===== src/hdl/star_mask_string_match_unit_macros.svh =====
// assertion macros for the matcher rtl file
`ifndef STAR_MASK_STRING_MATCH_UNIT_MACROS_SVH
`define STAR_MASK_STRING_MATCH_UNIT_MACROS_SVH

`ifndef SYNTH
// checked only out of reset
`define SMM_ASSERT(lbl, clk, rst, prop) \
  lbl: assert property (@(posedge clk) disable iff (rst) prop) \
    else $error("smm assertion failed");
// checked on every edge, reset included
`define SMM_ASSERT_ALWAYS(lbl, clk, prop) \
  lbl: assert property (@(posedge clk) prop) \
    else $error("smm assertion failed");
`else
`define SMM_ASSERT(lbl, clk, rst, prop)
`define SMM_ASSERT_ALWAYS(lbl, clk, prop)
`endif

`endif


===== src/hdl/smm_pkg.sv =====
`timescale 1ns / 1ps
package smm_pkg;

  // mask store size and derived widths
  localparam int MASK_MAX = 32;
  localparam int LEN_W    = $clog2(MASK_MAX + 2);
  localparam int IDX_W    = $clog2(MASK_MAX);

  localparam logic [7:0] STAR = 8'h2A;

  typedef enum logic [1:0] {
    FUNC_CLEAR  = 2'd0,
    FUNC_MASK   = 2'd1,
    FUNC_STRING = 2'd2,
    FUNC_END    = 2'd3
  } func_t;

  // request to the tail compare unit
  typedef struct packed {
    logic [LEN_W-1:0] n;
    logic [LEN_W-1:0] len;
    logic             exact_case;
  } tail_ctl_t;

  // ascii upper to lower when folding
  function automatic logic [7:0] fold_byte(input logic [7:0] c, input logic cs);
    logic [7:0] r;
    r = c;
    if (!cs && c >= 8'h41 && c <= 8'h5A) r = c + 8'd32;
    return r;
  endfunction

endpackage


===== src/hdl/smm_ifs.sv =====
`timescale 1ns / 1ps
// input channel: one command item
interface smm_in_if;
  logic       valid;
  logic       ready;
  logic [1:0] func;
  logic [7:0] char_byte;

  modport source (output valid, output func, output char_byte, input ready);
  modport sink   (input valid, input func, input char_byte, output ready);
endinterface

// output channel: one match result item
interface smm_out_if;
  logic valid;
  logic ready;
  logic matched;
  logic mask_overflow;

  modport source (output valid, output matched, output mask_overflow, input ready);
  modport sink   (input valid, input matched, input mask_overflow, output ready);
endinterface


===== src/hdl/smm_tail_cmp.sv =====
`timescale 1ns / 1ps
// compares the newest n window bytes with mask bytes 1..n
module smm_tail_cmp (
  input  logic [7:0]        window [smm_pkg::MASK_MAX],
  input  logic [7:0]        mask   [smm_pkg::MASK_MAX],
  input  smm_pkg::tail_ctl_t ctl,
  output logic              equal
);
  import smm_pkg::*;

  logic [MASK_MAX*8-1:0] flat;
  logic [MASK_MAX*8-1:0] aligned;
  logic [LEN_W-1:0]      sh;
  logic [MASK_MAX-2:0]   ok;
  logic                  n_fits;
  logic                  len_fits;

  // flatten, newest byte at the top
  always_comb begin
    for (int p = 0; p < MASK_MAX; p++) begin
      flat[p*8 +: 8] = window[p];
    end
  end

  // bring the oldest of the n bytes down to position 0
  assign sh      = LEN_W'(MASK_MAX) - ctl.n;
  assign aligned = flat >> {sh, 3'b000};

  // per-byte compare, positions past n always pass
  always_comb begin
    for (int i = 0; i < MASK_MAX - 1; i++) begin
      ok[i] = (LEN_W'(i) >= ctl.n) ||
              (fold_byte(aligned[i*8 +: 8], ctl.exact_case) ==
               fold_byte(mask[i+1], ctl.exact_case));
    end
  end

  assign n_fits   = ctl.n <= LEN_W'(MASK_MAX - 1);
  assign len_fits = ({1'b0, ctl.n} + (LEN_W+1)'(1)) <= {1'b0, ctl.len};
  assign equal    = (&ok) && n_fits && len_fits;

endmodule


===== src/hdl/star_mask_string_match_unit.sv =====
`timescale 1ns / 1ps
// Wildcard mask matcher, stars honored only at the ends of the mask.
// Input channel in_ch carries func and char_byte: clear, append a mask byte,
// append a string byte, or end the string. Only an end-of-string item makes
// a result item on out_ch: matched and mask_overflow.
// cfg_we / cfg_wdata write the exact-case mode (1 after reset); write it
// while no item is in flight.
// Every item passes an input register and is then applied to the state; the
// result lands in an output register. The result of an end-of-string item
// passes the input register and then the output register before it shows valid.
// Throughput is one item per cycle while out_ch takes results, set by the
// combinational window compare (barrel align of the 32-byte string window plus 31 byte compares).
// When out_ch stalls with a result held, a following end-of-string item
// waits in the input register and in_ch.ready drops; other items go on.
// Synchronous reset clears the mask length, string state, overflow flag and
// the valid bits of both registers; mask store contents are left as they are.
module star_mask_string_match_unit (
  input  logic  clk,
  input  logic  rst,
  input  logic  cfg_we,
  input  logic  cfg_wdata,
  smm_in_if.sink    in_ch,
  smm_out_if.source out_ch
);
  import smm_pkg::*;
  `include "star_mask_string_match_unit_macros.svh"

  // configuration
  logic exact_case;

  // input register
  logic       s1_valid;
  func_t      s1_func;
  logic [7:0] s1_byte;
  logic       s1_fire;

  // block state
  logic [7:0]       mask_store [MASK_MAX];
  logic [LEN_W-1:0] mask_length;
  logic             last_star_r;
  logic [7:0]       window [MASK_MAX];
  logic [LEN_W-1:0] string_length;
  logic             prefix_equal;
  logic             inner_found;
  logic             overflow_flag;

  logic [LEN_W-1:0] mask_length_next;
  logic             last_star_next;
  logic [LEN_W-1:0] string_length_next;
  logic             prefix_equal_next;
  logic             inner_found_next;
  logic             overflow_flag_next;
  logic             window_shift;
  logic             window_clear;
  logic             mask_write;

  // output register
  logic out_valid;
  logic matched;
  logic mask_overflow;
  logic out_valid_next;
  logic decide;

  // derived values
  logic             lead_star;
  logic             last_star;
  logic [LEN_W-1:0] cmp_len;
  logic [LEN_W-1:0] sl_inc;
  logic [7:0]       pos_byte;
  logic [7:0]       win_shifted [MASK_MAX];
  logic [7:0]       tail_win [MASK_MAX];
  tail_ctl_t        tail_ctl;
  logic             tail_equal;

  // configuration register
  always_ff @(posedge clk) begin
    if (rst) begin
      exact_case <= 1'b1;
    end else if (cfg_we) begin
      exact_case <= cfg_wdata;
    end
  end

  // input register handshake
  assign s1_fire     = s1_valid && (s1_func != FUNC_END || !out_valid || out_ch.ready);
  assign in_ch.ready = !s1_valid || s1_fire;

  always_ff @(posedge clk) begin
    if (rst) begin
      s1_valid <= 1'b0;
    end else if (in_ch.ready) begin
      s1_valid <= in_ch.valid;
    end
  end

  always_ff @(posedge clk) begin
    if (in_ch.valid && in_ch.ready) begin
      s1_func <= func_t'(in_ch.func);
      s1_byte <= in_ch.char_byte;
    end
  end

  // mask shape
  assign lead_star = (mask_length != '0) && (mask_store[0] == STAR);
  assign last_star = (mask_length != '0) && last_star_r;
  assign cmp_len   = last_star ? mask_length - LEN_W'(1) : mask_length;
  assign sl_inc    = (string_length < LEN_W'(MASK_MAX + 1)) ?
                     string_length + LEN_W'(1) : string_length;
  assign pos_byte  = mask_store[string_length[IDX_W-1:0]];

  // window after taking the current byte
  always_comb begin
    for (int p = 0; p < MASK_MAX - 1; p++) begin
      win_shifted[p] = window[p+1];
    end
    win_shifted[MASK_MAX-1] = s1_byte;
  end

  // tail compare, shared by inner search and suffix decision
  always_comb begin
    tail_ctl.len        = mask_length;
    tail_ctl.exact_case = exact_case;
    if (s1_func == FUNC_STRING) begin
      tail_ctl.n = mask_length - LEN_W'(2);
      tail_win   = win_shifted;
    end else begin
      tail_ctl.n = mask_length - LEN_W'(1);
      tail_win   = window;
    end
  end

  smm_tail_cmp u_tail (
    .window (tail_win),
    .mask   (mask_store),
    .ctl    (tail_ctl),
    .equal  (tail_equal)
  );

  // match decision at end of string
  always_comb begin
    decide = 1'b0;
    priority if (mask_length == '0) begin
      decide = 1'b0;
    end else if (mask_length == LEN_W'(1) && mask_store[0] == STAR) begin
      decide = 1'b1;
    end else if (lead_star || last_star) begin
      priority if (({1'b0, string_length} + (LEN_W+1)'(1)) < {1'b0, mask_length}) begin
        decide = 1'b0;
      end else if (lead_star && !last_star) begin
        decide = tail_equal;
      end else if (!lead_star && last_star) begin
        decide = prefix_equal;
      end else begin
        decide = (mask_length == LEN_W'(2)) || inner_found;
      end
    end else begin
      decide = (string_length == mask_length) && prefix_equal;
    end
  end

  // next state of the matcher
  always_comb begin
    mask_length_next   = mask_length;
    last_star_next     = last_star_r;
    string_length_next = string_length;
    prefix_equal_next  = prefix_equal;
    inner_found_next   = inner_found;
    overflow_flag_next = overflow_flag;
    window_shift       = 1'b0;
    window_clear       = 1'b0;
    mask_write         = 1'b0;
    if (s1_fire) begin
      unique case (s1_func)
        FUNC_CLEAR: begin
          mask_length_next   = '0;
          last_star_next     = 1'b0;
          overflow_flag_next = 1'b0;
          window_clear       = 1'b1;
        end
        FUNC_MASK: begin
          window_clear = 1'b1;
          if (mask_length < LEN_W'(MASK_MAX)) begin
            mask_write       = 1'b1;
            mask_length_next = mask_length + LEN_W'(1);
            last_star_next   = (s1_byte == STAR);
          end else begin
            overflow_flag_next = 1'b1;
          end
        end
        FUNC_STRING: begin
          window_shift       = 1'b1;
          string_length_next = sl_inc;
          if (string_length < cmp_len &&
              fold_byte(s1_byte, exact_case) != fold_byte(pos_byte, exact_case)) begin
            prefix_equal_next = 1'b0;
          end
          if (lead_star && last_star && mask_length >= LEN_W'(3) &&
              sl_inc >= mask_length - LEN_W'(2) && tail_equal) begin
            inner_found_next = 1'b1;
          end
        end
        FUNC_END: begin
          window_clear = 1'b1;
        end
      endcase
      if (window_clear) begin
        string_length_next = '0;
        prefix_equal_next  = 1'b1;
        inner_found_next   = 1'b0;
      end
    end
  end

  // matcher state registers
  always_ff @(posedge clk) begin
    if (rst) begin
      mask_length   <= '0;
      last_star_r   <= 1'b0;
      string_length <= '0;
      prefix_equal  <= 1'b1;
      inner_found   <= 1'b0;
      overflow_flag <= 1'b0;
    end else begin
      mask_length   <= mask_length_next;
      last_star_r   <= last_star_next;
      string_length <= string_length_next;
      prefix_equal  <= prefix_equal_next;
      inner_found   <= inner_found_next;
      overflow_flag <= overflow_flag_next;
    end
  end

  // string window, newest byte at the top
  always_ff @(posedge clk) begin
    if (rst || window_clear) begin
      for (int p = 0; p < MASK_MAX; p++) window[p] <= '0;
    end else if (window_shift) begin
      window <= win_shifted;
    end
  end

  // mask store, contents undefined until written
  always_ff @(posedge clk) begin
    if (mask_write) begin
      mask_store[mask_length[IDX_W-1:0]] <= s1_byte;
    end
  end

  // result register
  always_comb begin
    out_valid_next = out_valid;
    if (s1_fire && s1_func == FUNC_END) begin
      out_valid_next = 1'b1;
    end else if (out_ch.ready) begin
      out_valid_next = 1'b0;
    end
  end

  always_ff @(posedge clk) begin
    if (rst) begin
      out_valid <= 1'b0;
    end else begin
      out_valid <= out_valid_next;
    end
  end

  always_ff @(posedge clk) begin
    if (s1_fire && s1_func == FUNC_END) begin
      matched       <= !overflow_flag && decide;
      mask_overflow <= overflow_flag;
    end
  end

  assign out_ch.valid         = out_valid;
  assign out_ch.matched       = matched;
  assign out_ch.mask_overflow = mask_overflow;

  // checks on the matcher state and result path
  `SMM_ASSERT(a_mask_len_range, clk, rst, mask_length <= LEN_W'(MASK_MAX))
  `SMM_ASSERT(a_str_len_range, clk, rst, string_length <= LEN_W'(MASK_MAX + 1))
  `SMM_ASSERT(a_ovf_full_mask, clk, rst, overflow_flag |-> mask_length == LEN_W'(MASK_MAX))
  `SMM_ASSERT(a_ovf_no_match, clk, rst, (out_valid && mask_overflow) |-> !matched)
  `SMM_ASSERT(a_result_from_end, clk, rst, $rose(out_valid) |-> $past(s1_fire && s1_func == FUNC_END))
  `SMM_ASSERT_ALWAYS(a_reset_idle, clk, rst |=> (!out_valid && !s1_valid))

endmodule


===== src/flat_wrapper.sv =====
// flat-port wrapper written by rule: the top's interface ports become plain ports
module star_mask_string_match_unit_flat import smm_pkg::*;
  (clk, rst, cfg_we, cfg_wdata, in_ch_valid, in_ch_func, in_ch_char_byte, in_ch_ready, out_ch_valid, out_ch_matched, out_ch_mask_overflow, out_ch_ready);
  smm_in_if in_ch_i ();
  smm_out_if out_ch_i ();
  input  logic clk;
  input  logic rst;
  input  logic cfg_we;
  input  logic cfg_wdata;
  input wire logic [$bits(in_ch_i.valid)-1:0] in_ch_valid;
  input wire logic [$bits(in_ch_i.func)-1:0] in_ch_func;
  input wire logic [$bits(in_ch_i.char_byte)-1:0] in_ch_char_byte;
  output wire logic [$bits(in_ch_i.ready)-1:0] in_ch_ready;
  output wire logic [$bits(out_ch_i.valid)-1:0] out_ch_valid;
  output wire logic [$bits(out_ch_i.matched)-1:0] out_ch_matched;
  output wire logic [$bits(out_ch_i.mask_overflow)-1:0] out_ch_mask_overflow;
  input wire logic [$bits(out_ch_i.ready)-1:0] out_ch_ready;
  assign in_ch_i.valid = in_ch_valid;
  assign in_ch_i.func = in_ch_func;
  assign in_ch_i.char_byte = in_ch_char_byte;
  assign in_ch_ready = in_ch_i.ready;
  assign out_ch_valid = out_ch_i.valid;
  assign out_ch_matched = out_ch_i.matched;
  assign out_ch_mask_overflow = out_ch_i.mask_overflow;
  assign out_ch_i.ready = out_ch_ready;
  star_mask_string_match_unit u_core (.clk(clk), .rst(rst), .cfg_we(cfg_we), .cfg_wdata(cfg_wdata), .in_ch(in_ch_i), .out_ch(out_ch_i));
endmodule

===== config.mk =====
export PLATFORM = sky130hd
export DESIGN_NAME = star_mask_string_match_unit_flat
export DESIGN_NICKNAME = d
export VERILOG_FILES = /design/src/hdl/smm_pkg.sv /design/src/hdl/smm_ifs.sv /design/src/hdl/smm_tail_cmp.sv /design/src/hdl/star_mask_string_match_unit.sv /design/src/flat_wrapper.sv
export VERILOG_INCLUDE_DIRS = /design/src /design/src/hdl
export SDC_FILE = /design/constraint.sdc
export NUM_CORES = 2
export LEC_CHECK = 0
export BUFFER_PORTS_ARGS = -buffer_cell sky130_fd_sc_hd__buf_2
export CAP_MARGIN = 10
export CORE_MARGIN = 5
export CORE_UTILIZATION = 35
export CTS_CLUSTER_DIAMETER = 40
export DETAILED_ROUTE_END_ITERATION = 16
export PLACE_DENSITY_LB_ADDON = 0.3
export REMOVE_ABC_BUFFERS = 1
export SLEW_MARGIN = 5
export SYNTH_ARGS = -nofsm -noshare
export SYNTH_HDL_FRONTEND = slang
export SYNTH_SLANG_ARGS = --single-unit

===== constraint.sdc =====
create_clock -name clk -period 9.4 [get_ports clk]
set_input_delay 1.41 -clock clk [delete_from_list [all_inputs] [get_ports clk]]
set_output_delay 1.41 -clock clk [all_outputs]
set_load 0.05 [all_outputs]

==> reports/metrics.cfg <==
[final_layout]
final_nets = 5289
utilization = 0.387
area_delta_synth_final_pct = 9.89
drive_above_1_share = 0.135
design_area_mm2 = 0.0518

[timing]
finClkSkew_ns = 0.0398
finalHoldViolCount = 0
tightest_slew_ns = 1.39
maxSlewViolCount = 0
layout_min_cycle_time_ns = 9.06
setup_viol = 0
slew_headroom = 0.0705
hold_ws_ns = 0.454
clock.fmax_mhz = 110
rsz0062_at_grt = no
finalCritPeriodShare = 0.963

[drt]
vias = 47300
drt_iter0_markers = 6935
route.detailed.drc = 0
ant_nets = 0
dr.pass1.iters = 9
wl_per_cell_um = 33.8
viasPerCell = 6.73
wirelength_um = 238000

[synth]
async_flop_share = 0
synth_top_cell_by_area = edfxtp_1
ys_ff_latch = 543
synth_top_family_by_area = compound AO/OA/AOI/OAI gates
synth.area.top_cells = edfxtp_1, dfxtp_1, mux4_2
yosysSeqAreaShare = 0.288
synth-adder-area-share = 0.0268
ys_types = 124
ys_warn_count = 0
yosys.area_share.simple = 0.198
syn-mean-instance-area_um2 = 8.87
syn_area_mm2 = 0.0471
synth_common_cells = nand2_1, a21oi_1, nor2_1
synth_edf_count = 268
synth_most_common_cell = nand2_1
synth_xor_area_frac = 0.0519
synth_compound_area_frac = 0.210
synth_top_flop_cell = dfxtp_1
synth_top_area_share = 0.171
syn_inst = 5312
synthMuxAreaShare = 0.173

[floorplanning]
core_area_mm2 = 0.134
design.die.area_mm2 = 0.142
num_rows = 134
initial_core_util = 0.352
die_h_um = 377
dieWidth_um = 377
ios = 20

[grt]
grt_use_total = 0.321
antenna_found_initial = 25
grt_pass1_vias = 42000
grt-ovfl-total = 0
grt_pass1_wl_um = 329000
grt_max_degree = 177

[worst_setup_path]
critPathKind = flop to flop
worstSetupStartpointType = flop
cp.arrival_ns = 9.61
end_kind = flop
worstPathRequired_ns = 9.96
critPathMaxFanout = 71

[cts]
cts_resized = 0
clk_pin_slew_worst_paths_ns = 0.05
ctsHtreeMaxLevel = 3
cts_buffers = 88
cts_root_buffer = clkbuf_16
clk_latency_ns = 0.72
tritoncts = yes
clkSinkCount = 543
clockBufferDepth = 3
holdBufCountCts = 0
post_cts_buffers = 0

[place]
dp_hpwl_um = 183000
placed_cell_area_mm2 = 0.0487
gp_congestion = 1.18
portBuffers = 19

[outcome]
outcome = finished, final reports clean

[power_and_ir_drop]
ir_drop_uv = 131
power_mw = 8.20
cellLeakagePower_nw = 17.8
power_density_mw_per_mm2 = 158

[flow_run]
max_cap_viol_count = 0

[min_path]
hold_path.class = flop to flop

critical path: stages (launching register included):
cell and delay, ns:
edfxtp_1 0.75, nand2b_2 0.43, buf_4 0.31, a21oi_1 0.65
inv_1 0.19, ha_1 0.39, and4b_1 0.27, a31oi_4 0.41
nand2_8 0.40, buf_4 0.43, mux4_2 0.36, nand2_1 0.13
a32oi_1 0.90, o221ai_1 0.53, a21oi_1 0.45, a41oi_2 0.18
xnor2_1 0.17, nor3_1 0.65, buf_4 0.24, nor2_1 0.04
a2111oi_0 0.43, nand4_1 0.22, o211ai_1 0.21
registers in the layout, indices dropped and copies added, names as in the netlist:
signal and cells:
u_core.exact_case 1, u_core.inner_found 1, u_core.last_star_r 1, u_core.mask_length 6, u_core.mask_store 256, u_core.out_ch.mask_overflow 1
u_core.out_ch.matched 1, u_core.out_ch.valid 1, u_core.overflow_flag 1, u_core.prefix_equal 1, u_core.s1_byte 8, u_core.s1_func 2
u_core.s1_valid 1, u_core.string_length 6, u_core.win_shifted 248, u_core.window 8
final cells by class:
cell class | count | area [um^2]
fillers | 13400 | 81900
inverters | 97 | 379
clock buffers | 107 | 2390
diodes | 11 | 27.5
clock inverters | 53 | 579
well taps | 1768 | 2210
multi-input cells | 4268 | 31200
repair buffers | 174 | 1410
flip-flops and latches | 543 | 13600
cell usage in the layout (no fill, tap or decap), drive strengths merged, types with 23 or more instances in the layout:
cell type | netlist | final
a22oi | 41 | 41
clkbuf | 185 | 107
ha | 101 | 101
o211ai | 28 | 28
inv | 96 | 112
clkinv | 1 | 24
nor4 | 42 | 42
xnor2 | 157 | 157
buf | 219 | 174
or2b | 52 | 52
o22ai | 50 | 50
or2 | 23 | 23
o21ai | 209 | 209
nand3 | 94 | 94
nor3 | 112 | 112
a31oi | 53 | 53
a21oi | 438 | 438
o32ai | 25 | 25
o31ai | 23 | 23
nor4b | 25 | 25
nand2 | 809 | 809
mux2i | 300 | 300
nor2 | 325 | 325
nand4 | 44 | 44
mux4 | 200 | 200
mux2 | 56 | 56
a211oi | 33 | 33
o221ai | 232 | 232
and2 | 26 | 26
and3 | 39 | 39
nand2b | 162 | 162
xor2 | 95 | 95
a21o | 27 | 27
or4 | 28 | 28
or3 | 72 | 72
edfxtp | 268 | 268
dfxtp | 275 | 275
kinds of logic after synthesis:
family	count (synthesis)
AND/OR/NAND/NOR	1927
AO/OA/AOI/OAI	1425
multiplexers	556
flip-flops	543
buffers and inverters	501
XOR/XNOR	259
adder cells (fa/ha/maj)	101
stage by stage:
stage,setup TNS [ns],instances,worst slack [ns]
2_1_floorplan,-256.48,4908,-7.33
3_3_place_gp,0,6847,1.10
6_report,0,7021,0.343
5_1_grt,0,7013,0.253
4_1_cts,0,7009,0.894
3_5_place_dp,0,6849,0.971
routing by layer:
| layer | vias to the layer above | wire [um] | track usage |
|---|---|---|---|
| li1 | 19900 | - | - |
| met3 | 700 | 29600 | 0.104 |
| met2 | 3166 | 97500 | 0.459 |
| met5 | - | 112 | 0.00303 |
| met4 | 8 | 17900 | 0.197 |
| met1 | 23500 | 92500 | 0.418 |
path summary, 6_finish.rpt:
check	start	to	slack (ns)	cells after the start
setup / recovery	u_core.s1_func[0]$_DFFE_PP_	u_core.out_ch.matched$_DFFE_PP_	0.34	22
hold / removal	u_core.window[249]$_SDFFE_PP0P_	u_core.window[249]$_SDFFE_PP0P_	0.45	2
setup reg to reg	u_core.s1_func[0]$_DFFE_PP_	u_core.out_ch.matched$_DFFE_PP_	0.34	22
hold reg to reg	u_core.window[249]$_SDFFE_PP0P_	u_core.window[249]$_SDFFE_PP0P_	0.45	2
report_power, final:
part | internal (mW) | switching, mW | leakage (nW)
logic | 0.723 | 1.71 | 11.8
registers | 2.49 | 0.00942 | 4.63
clock network | 2.03 | 1.24 | 1.45
Note: power is estimated with default switching activity, not from simulation.
